File: src/sv/igsd_pkg.sv
// Package for the IMU gesture and step detector: shared types and constants.
// No dependencies.
package igsd_pkg;
    localparam logic [2:0] REG_SHAKE_THR   = 3'd0;
    localparam logic [2:0] REG_SHAKE_N     = 3'd1;
    localparam logic [2:0] REG_TAP_THR     = 3'd2;
    localparam logic [2:0] REG_STEP_RISE   = 3'd3;
    localparam logic [2:0] REG_STEP_GAP    = 3'd4;
    localparam logic [2:0] REG_TAP_HOLD    = 3'd5;
    localparam logic [2:0] REG_SHAKE_HOLD  = 3'd6;
    localparam logic [2:0] REG_FLIP_HOLD   = 3'd7;

    localparam logic [1:0] GEST_NONE  = 2'd0;
    localparam logic [1:0] GEST_TAP   = 2'd1;
    localparam logic [1:0] GEST_SHAKE = 2'd2;
    localparam logic [1:0] GEST_FLIP  = 2'd3;

    localparam logic [15:0] ONE_G        = 16'd4096;
    localparam logic signed [15:0] FLIP_HIGH_Z = 16'sd1228;
    localparam logic signed [15:0] FLIP_LOW_Z  = -16'sd1228;
    localparam logic [15:0] FLIP_MAX_MAG = 16'd6144;

    // Classified request handed from the front end to the back end.
    typedef struct packed {
        logic        clear;
        logic signed [15:0] z;
        logic [31:0] now_ms;
        logic [33:0] sumsq;
    } t_req;

    typedef struct packed {
        logic [15:0] shake_thr;
        logic [3:0]  shake_n;
        logic [15:0] tap_thr;
        logic [11:0] step_rise;
        logic [15:0] step_gap;
        logic [15:0] tap_hold;
        logic [15:0] shake_hold;
        logic [15:0] flip_hold;
    } t_cfg;
endpackage

File: src/sv/igsd_front.sv
// Front end: accepts requests and forms the sum of squares, one axis a cycle.
// Depends on igsd_pkg.
module igsd_front (
    input  logic               i_clk,
    input  logic               i_rst_n,
    input  logic               i_valid,
    output logic               o_ready,
    input  logic [80:0]        i_data,
    output logic               o_valid,
    input  logic               i_ready,
    output igsd_pkg::t_req     o_req
);
    import igsd_pkg::*;
    logic [1:0] r_cnt;
    logic       r_busy, r_done;
    logic signed [15:0] r_x, r_y;
    t_req r_req;
    logic signed [15:0] w_op;
    logic [31:0] w_sq;

    assign o_ready = !r_busy && !r_done;
    assign o_valid = r_done;
    assign o_req   = r_req;
    assign w_op = (r_cnt == 2'd0) ? r_x : (r_cnt == 2'd1) ? r_y : r_req.z;
    assign w_sq = 32'($signed(w_op) * $signed(w_op));

    always_ff @(posedge i_clk) begin
        if (!i_rst_n) begin
            r_busy <= 1'b0;
            r_done <= 1'b0;
            r_cnt  <= 2'd0;
        end else if (o_ready && i_valid) begin
            r_req.clear  <= i_data[0];
            r_x          <= i_data[16:1];
            r_y          <= i_data[32:17];
            r_req.z      <= i_data[48:33];
            r_req.now_ms <= i_data[80:49];
            r_req.sumsq  <= 34'd0;
            r_busy       <= 1'b1;
            r_cnt        <= 2'd0;
        end else if (r_busy) begin
            r_req.sumsq <= r_req.sumsq + {2'b00, w_sq};
            r_cnt       <= r_cnt + 2'd1;
            if (r_cnt == 2'd2) begin
                r_busy <= 1'b0;
                r_done <= 1'b1;
            end
        end else if (r_done && i_ready) begin
            r_done <= 1'b0;
        end
    end
endmodule

File: src/sv/igsd_back.sv
// Back end: square root, step filter, gesture logic and output register.
// Depends on igsd_pkg.
module igsd_back #(
    parameter int FILTER_DEPTH  = 2,
    parameter int AVERAGE_DEPTH = 10
) (
    input  logic           i_clk,
    input  logic           i_rst_n,
    input  igsd_pkg::t_cfg i_cfg,
    input  logic           i_valid,
    output logic           o_ready,
    input  igsd_pkg::t_req i_req,
    output logic           o_valid,
    input  logic           i_ready,
    output logic [49:0]    o_data
);
    import igsd_pkg::*;
    localparam int FW = (FILTER_DEPTH > 1) ? $clog2(FILTER_DEPTH) : 1;
    localparam int AW = (AVERAGE_DEPTH > 1) ? $clog2(AVERAGE_DEPTH) : 1;
    localparam int CW = $clog2(AVERAGE_DEPTH + 1);
    localparam int FCW = $clog2(FILTER_DEPTH + 1);
    localparam int DW = (CW > FCW) ? CW : FCW;

    localparam logic [2:0] ST_IDLE = 3'd0, ST_SQRT = 3'd1, ST_FDIV = 3'd2,
                           ST_ADIV = 3'd3, ST_DEC = 3'd4, ST_OUT = 3'd5;
    logic [2:0] r_st;
    t_req r_req;
    logic [31:0] r_v, r_res, r_bit;
    logic [15:0] r_mag, r_filt;
    logic [15:0] r_mring [FILTER_DEPTH];
    logic [15:0] r_sring [AVERAGE_DEPTH];
    logic [FW-1:0] r_mslot;
    logic [AW-1:0] r_sslot;
    logic r_mfull, r_sfull, r_above;
    logic [31:0] r_last, r_steps, r_cool;
    logic [3:0] r_run;
    logic signed [15:0] r_pz;
    logic [21:0] r_num, r_quo;
    logic [21:0] r_msum, r_ssum;
    logic [4:0] r_dcnt;
    logic [DW-1:0] r_den;
    logic [49:0] r_out;
    logic r_oval;

    logic [FW-1:0] w_mnext;
    logic [AW-1:0] w_snext;
    logic [22:0] w_rem;
    logic [32:0] w_trial;
    logic w_empty;
    logic [DW-1:0] w_cnt;

    // The ring sums are kept as running totals: the entry being replaced
    // leaves the sum and the new one joins it.
    assign w_mnext = (32'(r_mslot) == FILTER_DEPTH - 1) ? '0 : r_mslot + 1'b1;
    assign w_snext = (32'(r_sslot) == AVERAGE_DEPTH - 1) ? '0 : r_sslot + 1'b1;
    assign w_trial = {1'b0, r_res} + {1'b0, r_bit};
    assign o_ready = (r_st == ST_IDLE) && !r_oval;
    assign o_valid = r_oval;
    assign o_data  = r_out;
    assign w_empty = (r_st == ST_FDIV) ? (!r_mfull && r_mslot == '0)
                                       : (!r_sfull && r_sslot == '0);
    assign w_cnt = (r_st == ST_FDIV) ?
        (r_mfull ? DW'(FILTER_DEPTH) : DW'(r_mslot)) :
        (r_sfull ? DW'(AVERAGE_DEPTH) : DW'(r_sslot));

    logic [16:0] w_absz;
    logic [15:0] w_filt_avg;
    logic [22:0] w_shift;
    assign w_absz = r_req.z[15] ? 17'(-$signed({r_req.z[15], r_req.z})) : 17'(r_req.z);
    assign w_shift = {r_v[21:0], r_num[21]};
    assign w_rem = w_shift - 23'(r_den);
    assign w_filt_avg = 16'(r_quo);

    always_ff @(posedge i_clk) begin
        if (!i_rst_n) begin
            r_st <= ST_IDLE; r_oval <= 1'b0;
            r_mslot <= '0; r_sslot <= '0; r_mfull <= 1'b0; r_sfull <= 1'b0;
            r_above <= 1'b0; r_last <= '0; r_steps <= '0; r_cool <= '0;
            r_run <= '0; r_pz <= 16'sd4096;
            r_msum <= '0; r_ssum <= '0;
            for (int i = 0; i < FILTER_DEPTH; i++) r_mring[i] <= '0;
            for (int i = 0; i < AVERAGE_DEPTH; i++) r_sring[i] <= '0;
        end else begin
            if (r_oval && i_ready) r_oval <= 1'b0;
            case (r_st)
                ST_IDLE: if (i_valid && !r_oval) begin
                    r_req <= i_req;
                    if (i_req.clear) begin
                        r_steps <= '0;
                        r_out <= '0;
                        r_oval <= 1'b1;
                    end else begin
                        r_v <= i_req.sumsq[31:0];
                        r_res <= '0;
                        r_bit <= 32'h4000_0000;
                        r_st <= ST_SQRT;
                    end
                end
                ST_SQRT: begin
                    if (r_bit == 32'd0) begin
                        r_mag <= r_res[15:0];
                        r_mring[r_mslot] <= r_res[15:0];
                        r_msum <= r_msum - 22'(r_mring[r_mslot]) + 22'(r_res[15:0]);
                        r_mslot <= w_mnext;
                        if (w_mnext == '0) r_mfull <= 1'b1;
                        r_st <= ST_FDIV; r_dcnt <= 5'd0; r_v <= '0; r_quo <= '0;
                        r_num <= '1;
                    end else begin
                        if ({1'b0, r_v} >= w_trial) begin
                            r_v <= r_v - w_trial[31:0];
                            r_res <= (r_res >> 1) + r_bit;
                        end else r_res <= r_res >> 1;
                        r_bit <= r_bit >> 2;
                    end
                end
                ST_FDIV, ST_ADIV: begin
                    if (r_num == '1) begin
                        r_num <= (r_st == ST_FDIV) ? r_msum : r_ssum;
                        r_den <= w_empty ? '0 : w_cnt;
                        r_dcnt <= 5'd0; r_v <= '0; r_quo <= '0;
                    end else if (r_den == '0) begin
                        r_quo <= 22'(ONE_G);
                        r_dcnt <= 5'd22;
                        r_den <= DW'(1);
                        r_num <= '0;
                    end else if (r_dcnt == 5'd22) begin
                        if (r_st == ST_FDIV) begin
                            r_filt <= w_filt_avg;
                            r_sring[r_sslot] <= w_filt_avg;
                            r_ssum <= r_ssum - 22'(r_sring[r_sslot]) + 22'(w_filt_avg);
                            r_sslot <= w_snext;
                            if (w_snext == '0) r_sfull <= 1'b1;
                            r_st <= ST_ADIV; r_num <= '1;
                        end else r_st <= ST_DEC;
                    end else begin
                        if (!w_rem[22]) begin
                            r_v <= 32'(w_rem); r_quo <= {r_quo[20:0], 1'b1};
                        end else begin
                            r_v <= 32'(w_shift); r_quo <= {r_quo[20:0], 1'b0};
                        end
                        r_num <= {r_num[20:0], 1'b0};
                        r_dcnt <= r_dcnt + 5'd1;
                    end
                end
                ST_DEC: begin
                    automatic logic [31:0] avg = 32'(r_quo[15:0]);
                    automatic logic [31:0] steps = r_steps;
                    automatic logic [31:0] cool = r_cool;
                    automatic logic [1:0] g = GEST_NONE;
                    automatic logic [4:0] run = {1'b0, r_run};
                    if (!r_above && 32'(r_filt) > avg + 32'(i_cfg.step_rise))
                        r_above <= 1'b1;
                    else if (r_above && 32'(r_filt) < avg) begin
                        r_above <= 1'b0;
                        if (r_req.now_ms - r_last >= 32'(i_cfg.step_gap)) begin
                            steps = r_steps + 32'd1;
                            r_last <= r_req.now_ms;
                        end
                    end
                    r_steps <= steps;
                    if (r_req.now_ms < r_cool) r_run <= '0;
                    else if (w_absz > 17'(i_cfg.tap_thr) && r_mag > i_cfg.tap_thr) begin
                        g = GEST_TAP; cool = r_req.now_ms + 32'(i_cfg.tap_hold);
                        r_run <= '0;
                    end else begin
                        if (r_mag > i_cfg.shake_thr) begin
                            if (run < 5'd15) run = run + 5'd1;
                            if (run[3:0] >= i_cfg.shake_n) begin
                                g = GEST_SHAKE;
                                cool = r_req.now_ms + 32'(i_cfg.shake_hold);
                                run = '0;
                            end
                            r_run <= run[3:0];
                        end else r_run <= '0;
                        if (r_pz > FLIP_HIGH_Z && r_req.z < FLIP_LOW_Z &&
                            r_mag < FLIP_MAX_MAG) begin
                            g = GEST_FLIP;
                            cool = r_req.now_ms + 32'(i_cfg.flip_hold);
                        end
                    end
                    r_cool <= cool;
                    r_pz <= r_req.z;
                    r_out <= {r_mag, steps, g};
                    r_oval <= 1'b1;
                    r_st <= ST_IDLE;
                end
                default: r_st <= ST_IDLE;
            endcase
        end
    end

    a_out_hold: assert property (@(posedge i_clk) disable iff (!i_rst_n)
        r_oval && !i_ready |=> r_oval && $stable(r_out)) else $error("output lost");
    a_idle_ready: assert property (@(posedge i_clk) disable iff (!i_rst_n)
        o_ready |-> r_st == ST_IDLE) else $error("ready while busy");
    a_clear_zero: assert property (@(posedge i_clk) disable iff (!i_rst_n)
        (r_st == ST_IDLE && i_valid && o_ready && i_req.clear) |=> r_out == '0)
        else $error("clear result");
endmodule

File: src/sv/imu_gesture_and_step_detector_unit.sv
// Top level of the IMU gesture and step detector.
// Depends on igsd_pkg, igsd_front and igsd_back.
//
// A sample request passes through these steps from acceptance to a valid
// result: the front end forms the sum of squares one axis at a time with one
// shared 16x16 multiplier, the request is handed to the back end, the
// bit-pair square root runs (sixteen steps and a closing step), two averaging
// divisions follow (each a load step, 22 restoring steps and a closing
// step), and one decision step ends it. A clear request also passes through
// the squaring front end. The front end may accept and square the next
// request while the back end still works on the previous one; each result
// is held in an output register until taken, and the back end takes no new
// request while a result waits.
module imu_gesture_and_step_detector_unit #(
    parameter int FILTER_DEPTH  = 2,
    parameter int AVERAGE_DEPTH = 10
) (
    input  logic        i_clk,
    input  logic        i_rst_n,
    input  logic        s_axis_tvalid,
    output logic        s_axis_tready,
    input  logic        s_axis_tuser,   // cmd
    input  logic [79:0] s_axis_tdata,   // accel_x, accel_y, accel_z, now_ms
    output logic        m_axis_tvalid,
    input  logic        m_axis_tready,
    output logic [1:0]  m_axis_tuser,   // gesture
    output logic [47:0] m_axis_tdata,   // steps, magnitude
    input  logic        i_cfg_valid,
    output logic        o_cfg_ready,
    input  logic [2:0]  i_cfg_index,
    input  logic [15:0] i_cfg_data
);
    import igsd_pkg::*;
    t_cfg r_cfg;
    igsd_pkg::t_req w_req;
    logic w_fv, w_br;
    logic [49:0] w_out;

    assign o_cfg_ready = 1'b1;
    always_ff @(posedge i_clk) begin
        if (!i_rst_n) begin
            r_cfg <= '{16'd8192, 4'd3, 16'd10240, 12'd123, 16'd300, 16'd800,
                       16'd1500, 16'd2000};
        end else if (i_cfg_valid) begin
            case (i_cfg_index)
                REG_SHAKE_THR:  r_cfg.shake_thr  <= i_cfg_data;
                REG_SHAKE_N:    r_cfg.shake_n    <= i_cfg_data[3:0];
                REG_TAP_THR:    r_cfg.tap_thr    <= i_cfg_data;
                REG_STEP_RISE:  r_cfg.step_rise  <= i_cfg_data[11:0];
                REG_STEP_GAP:   r_cfg.step_gap   <= i_cfg_data;
                REG_TAP_HOLD:   r_cfg.tap_hold   <= i_cfg_data;
                REG_SHAKE_HOLD: r_cfg.shake_hold <= i_cfg_data;
                REG_FLIP_HOLD:  r_cfg.flip_hold  <= i_cfg_data;
                default: ;
            endcase
        end
    end

    // The front end receives cmd in the lowest bit, then the three axes and
    // the timestamp exactly as they sit in tdata.
    igsd_front u_front (
        .i_clk(i_clk), .i_rst_n(i_rst_n),
        .i_valid(s_axis_tvalid), .o_ready(s_axis_tready),
        .i_data({s_axis_tdata, s_axis_tuser}),
        .o_valid(w_fv), .i_ready(w_br), .o_req(w_req)
    );

    igsd_back #(.FILTER_DEPTH(FILTER_DEPTH), .AVERAGE_DEPTH(AVERAGE_DEPTH)) u_back (
        .i_clk(i_clk), .i_rst_n(i_rst_n), .i_cfg(r_cfg),
        .i_valid(w_fv), .o_ready(w_br), .i_req(w_req),
        .o_valid(m_axis_tvalid), .i_ready(m_axis_tready), .o_data(w_out)
    );

    assign m_axis_tuser = w_out[1:0];
    assign m_axis_tdata = w_out[49:2];
endmodule
File: config.mk
export PLATFORM = sky130hd
export DESIGN_NAME = imu_gesture_and_step_detector_unit
export DESIGN_NICKNAME = d
export VERILOG_FILES = /design/src/sv/igsd_pkg.sv /design/src/sv/igsd_front.sv /design/src/sv/igsd_back.sv /design/src/sv/imu_gesture_and_step_detector_unit.sv
export SDC_FILE = /design/constraint.sdc
export NUM_CORES = 2
export LEC_CHECK = 0
export BUFFER_PORTS_ARGS = -buffer_cell sky130_fd_sc_hd__clkbuf_2
export CAP_MARGIN = 40
export CORE_MARGIN = 5
export CORE_UTILIZATION = 55
export CTS_BUF_LIST = sky130_fd_sc_hd__clkbuf_8
export DETAILED_ROUTE_END_ITERATION = 16
export PLACE_DENSITY_LB_ADDON = 0.2
export SLEW_MARGIN = 10
export SYNTH_ARGS = -nofsm -noshare
export SYNTH_HDL_FRONTEND = slang
export SYNTH_SLANG_ARGS = --single-unit
File: constraint.sdc
create_clock -name i_clk -period 12.8 [get_ports i_clk]
set_clock_uncertainty 0.15 [all_clocks]
set_input_delay 2.56 -clock i_clk [delete_from_list [all_inputs] [get_ports i_clk]]
set_output_delay 2.56 -clock i_clk [all_outputs]
set_load 0.03 [all_outputs]
# == Word level (Yosys, flattened, before mapping) ==
# Memory sizes are Yosys's and may differ from the RTL's. A register that Yosys moved wholly into a read port is not among the register bits.
# Index checks and enable logic that the tools add are counted.
# word_totals
register_bits,676
ramBits,192
inputBits,105
out_inout_bits,53
wordCells,306
n_memories,2
# classes
n_addsub,21
n_mul,1
magnitude_cmp,13
eq_ne,30
muxes,119
bitwise,8
reduce_logical,69
# memory_table
memory,words,width,rd,rd_ports_with_merged_regs,wr,line,text
u_back.r_sring,10,16,1,1,10,igsd_back.sv:31,logic [15:0] r_sring [AVERAGE_DEPTH];
u_back.r_mring,2,16,1,1,2,igsd_back.sv:30,logic [15:0] r_mring [FILTER_DEPTH];
# op_table
operator,n
2-to-1 mux 32 bit,23
case mux 32 bit (2 select lines),3
2-to-1 mux 22 bit,6
2-to-1 mux 16 bit,8
2-to-1 mux 50 bit,2
case mux 50 bit (2 select lines),1
adder 32 x 16 -> 32 bit,3
case mux 32 bit (3 select lines),1
2-to-1 mux 4 bit,19
subtractor 32 bit,2
adder 22 x 16 -> 22 bit,2
case mux 22 bit (2 select lines),1
subtractor 22 x 16 -> 22 bit,2
adder 34 x 32 -> 34 bit,1
2-to-1 mux 34 bit,1
adder 32 x 32 -> 33 bit,1
>= comparator 32 x 33 -> 1 bit,1
adder 31 x 32 -> 32 bit,1
"adder 32 x 1 -> 32 bit, second input constant",1
>= comparator 32 x 16 -> 1 bit,1
greater-than comparator 16 bit,2
greater-than comparator 16 x 32 -> 1 bit,1
zero test 32 bit,1
less-than comparator 32 bit,1
55 further kinds,176

# == Depth between registers and ports, before layout ==
# logic_depth
depth_word,15
depth_mapped,42

# == Cells and area by module ==
# A second synthesis with hierarchy kept.
# unflattened
hier_cells,6042
hier_area_um2,62354.8
# modules_own_cells
module,instances,cells_per_inst,area_each_um2
igsd_back,1,4207,43515.5
igsd_front,1,1425,14552.7
imu_gesture_and_step_detector_unit,1,410,4286.6

# == Worst setup path after synthesis ==
# Ideal clock, no wire load.
# synth_timing
path_kind,register -> register
startpoint,register u_front.r_cnt[1]
endpoint,"register u_front.r_req (netlist bit u_front.o_req[28]), data pin"
setup_time_ns,0.266
arrival_ns,8.960
required_ns,12.384
slack_ns,3.424
stages_incl_launch_ff,37
path_buffers,3
path_cell_list,dfxtp_1 -> inv_1 -> ha_1 -> clkbuf_1 -> clkbuf_1 -> mux2i_1 -> o21ai_0 -> clkbuf_1 -> nand2_1 -> fa_1 -> fa_1 -> inv_1 -> ha_1 -> inv_1 -> fa_1 -> inv_1 -> fa_1 -> inv_1 -> fa_1 -> inv_1 -> ha_1 -> or3_1 -> and4_1 -> a221o_1 -> or4b_2 -> a311oi_1 -> nor2b_1 -> nor2_1 -> xnor2_1 -> ha_1 -> and4_1 -> a211oi_1 -> a21oi_1 -> a211o_1 -> a21oi_1 -> xor2_1 -> nor2_1
# synth_between
elab_chain_len,6
# synth_rtl
element,line,text
start: declaration,igsd_front.sv:14,logic [1:0] r_cnt;
start signal: assignment,igsd_front.sv:43,r_cnt <= r_cnt + 2'd1;
equality test 2 x 1 -> 1 bit,igsd_front.sv:24,assign w_op = (r_cnt == 2'd0) ? r_x : (r_cnt == 2'd1) ? r_y : r_req.z;
2-to-1 mux 16 bit,igsd_front.sv:24,
2-to-1 mux 16 bit (*),igsd_front.sv:24,
multiplier 16 x 16 -> 32 bit (*),igsd_front.sv:25,assign w_sq = 32'($signed(w_op) * $signed(w_op));
adder 34 x 32 -> 34 bit (*),igsd_front.sv:42,"r_req.sumsq <= r_req.sumsq + {2'b00, w_sq};"
2-to-1 mux 34 bit (*),igsd_front.sv:41,end else if (r_busy) begin
end: declaration,igsd_front.sv:17,t_req r_req;
# Every way passes the cells marked *; elsewhere a longest branch is shown, timed or not. The select of a mux whose other input is x is not followed.
# A chain may end at the register's enable or synchronous reset.

# == Final worst setup path ==
# layout_timing
startpoint,register u_front.r_cnt[1]
endpoint,"register u_front.r_req (netlist bit u_front.o_req[31]), data pin"
# The elaborated chain is that of the path after synthesis.

==> out/metrics.csv <==
stage;metric;value;unit
status;status;finished clean;
synth;post-synthesis compound-gate area fraction;0.1162;
timing;fin. max-slew vios;0;
routing;Detailed Route Iter0 Violations;3793;
synth;Yosys top cell by area;edfxtp_1;
synth;mux share of post-synthesis cell area;0.05300;
timing;Worst Tran Pin Value;926.1;ps
worst_setup_path;Crit. Startpoint;u_front.r_cnt[1];
routing;via-per-instance ratio;5.807;
synth;largest family of logic cells by synthesized area;adder cells;
clock_network;Clock Tree Root;clkbuf_8;
synth;FFs w/ async S/R, synth;0;
worst_setup_path;crit path DAT;10290;ps
die;Rows;122;
timing;unrepaired setup endpoints after global routing;no;
routing;via count;45720;
final_layout;commonest non-fill, non-tap cell in the layout;nand2_1;
clock_network;CTS tree;done;
synth;syn avg cell area;10.08;sq um
synth;xor/xnor share of the synthesized area;0.04019;
timing;Max Clock Freq;101.3;MHz
die;Starting Density;0.5545;
placement;gpl congestion;0.9119;
hold_path;Min-Delay Path Class;flip-flop to flip-flop;
placement;# port buffers;156;
synth;ranking of synthesized cells by area;edfxtp_1, dfxtp_1, fa_1, ha_1, nand2_1;
worst_setup_path;Crit Path Category;flip-flop to flip-flop;
synth;post-synthesis sequential area ratio;0.4170;
worst_setup_path;Crit Path Max Fanout;16;
global_route;largest net degree at the start of global routing;84;
synth;Synth Area in Adders;0.1770;
worst_setup_path;worst r2r dst;u_front.o_req[31];
clock_network;clk sinks;951;
worst_setup_path;CP Data Required Time;13210;ps
timing;Hold Vio Cnt, Final;0;
routing;First-pass DRT Iterations;8;
worst_setup_path;r2r setup slk;2920;ps
clock_network;worst skew pair latency;840;ps
synth;yosys warns;0;
worst_setup_path;cell family with most CP delay;adder cells;
die;Top Ports;158;
synth;synthesized area;61450;sq um
synth;count of cell types in the netlist;86;
synth;EDFF count, synth;658;
flow_run;max_cap viols;0;
timing;TNS Setup;0;ps
worst_setup_path;Worst path depth;35;
final_layout;share of cells above drive strength 1;0.09622;
worst_setup_path;CP Capture Type;flip-flop;
clock_network;CTS-repair resized insts;0;
global_route;initial antenna violation count;3;
final_layout;most frequent cells in the layout;nand2_1, inv_1, edfxtp_1;
worst_setup_path;number of cells on the worst reg-to-reg path;35;
synth;Post-Synthesis Cells;6099;
synth;top_reg_cell synth;edfxtp_1;
die;Placeable Area;110800;sq um
timing;Slew headroom;0.3826;
synth;post-synthesis simple-gate area fraction;0.1380;
clock_network;hold buffer count at cts;0;
final_layout;Net count, final;7057;
clock_network;Worst-path clk slew;60;ps
timing;period utilisation layout;0.7715;
clock_network;H-Tree Depth;4;
worst_setup_path;CP max stage cell;or4b_2;
worst_setup_path;Buf/Inv on CP;7;
worst_setup_path;CP Launch Type;flip-flop;
clock_network;maximum clock path buffer count;3;
routing;Total Routed Length;153.6;mm
global_route;vias in the first global route;45380;
final_layout;Area Overhead vs Synth;9.338;%
routing;Residual DRC;0;
synth;Synth Register Bits;951;
routing;routed len/inst;19.51;um
clock_network;number of buffers added by the clock tree synthesis step;159;
global_route;gr ovfl total;0;
synth;Syn Nets;6909;
clock_network;setup repair bufs after CTS;0;
timing;minimum clock period;9875;ps
placement;Detail Placement HPWL;112.0;mm
die;Die Area;118500;sq um
timing;setup violation total in the final timing report;0;
final_layout;Final Instance Count excl. Fillers;7873;
synth;Synth top area share;0.3216;
worst_setup_path;reg2reg start;u_front.r_cnt[1];
placement;dpl cells;7574;
global_route;first-pass GRT wire length;245.7;mm
routing;antenna-violating nets left;0;
worst_setup_path;worst setup path end;u_front.o_req[31];
global_route;Tot GR Track Use;0.2604;
die;die height;344.3;um
die;Die W;344.3;um
worst_setup_path;Largest stage delay, worst path;650;ps
logic make-up after synthesis:
group | Yosys count
AO/OA/AOI/OAI | 1120
XOR/XNOR | 282
adder cells (fa/ha/maj) | 705
buffers and inverters | 942
flip-flops | 951
multiplexers | 223
other | 1
AND/OR/NAND/NOR | 1875
registers in the layout (all words and copies together), names as in the netlist, 22 cells and up, named ones only:
name            flops
u_back.r_cool      32
u_back.r_num       22
u_back.r_mring     32
u_back.r_v         32
u_back.r_sring    256
r_cfg             112
u_back.r_ssum      22
u_back.r_steps     32
u_back.o_data      50
u_back.r_msum      22
u_back.r_last      32
u_front.o_req      81
u_back.r_req       48
u_back.r_res       32
per-stage QoR:
stage	instance area, sq um	utilization	worst slack, ps	hold WS [ps]
after global placement	63750	0.5753	3013	250.9
after CTS	67180	0.6062	3032	265.0
after detailed placement	64040	0.5779	3029	254.5
after floorplan	61450	-	3424	250.3
after global routing	67180	0.6062	2328	275.2
final	67190	0.6063	2925	261.0
routing by layer:
metal,wire [um],GRT usage,vias to the layer above
met5,0,0,-
met4,3788,0.07560,0
met3,10710,0.03756,254
met2,72690,0.4303,1521
met1,66400,0.3613,22310
li1,-,-,21640
cell usage after synthesis (43+ instances only):
library cell	n
a211oi_1	57
a21o_1	125
a21oi_1	358
a31oi_1	57
and3_1	67
clkbuf_1	223
dfxtp_1	293
edfxtp_1	658
fa_1	274
ha_1	431
inv_1	661
mux2i_1	124
mux4_2	80
nand2_1	764
nand2b_1	48
nand3_1	113
nand4_1	43
nor2_1	433
nor3_1	171
nor4_1	55
o211ai_1	73
o21a_1	48
o21ai_0	194
or3_1	43
xnor2_1	185
xor2_1	97
cell type report:
class / count / area (sq um)
clock buffer: 174 / 2395
tap: 1488 / 1862
multi-input combinational: 4206 / 32380
fill: 9341 / 43640
inverter: 683 / 2569
antenna: 4 / 10.01
clock inverter: 121 / 742.0
sequential: 951 / 25630
timing repair buffer: 246 / 1600
worst min-delay path by stage:
stage | startpoint | endpoint | depth (start not counted)
global placement | u_front.o_req[60] | u_back.r_req[60] | 0
finish | u_front.o_req[38] | u_back.r_req[38] | 0
CTS | u_front.o_req[61] | u_back.r_req[61] | 0
floorplan | u_front.o_req[34] | u_back.r_req[34] | 0
detailed placement | u_front.o_req[63] | u_back.r_req[63] | 0
global route | u_front.o_req[59] | u_back.r_req[59] | 0
Power is not shown: default switching activity piles up to over one toggle a cycle in this logic, so the estimate is an artifact.
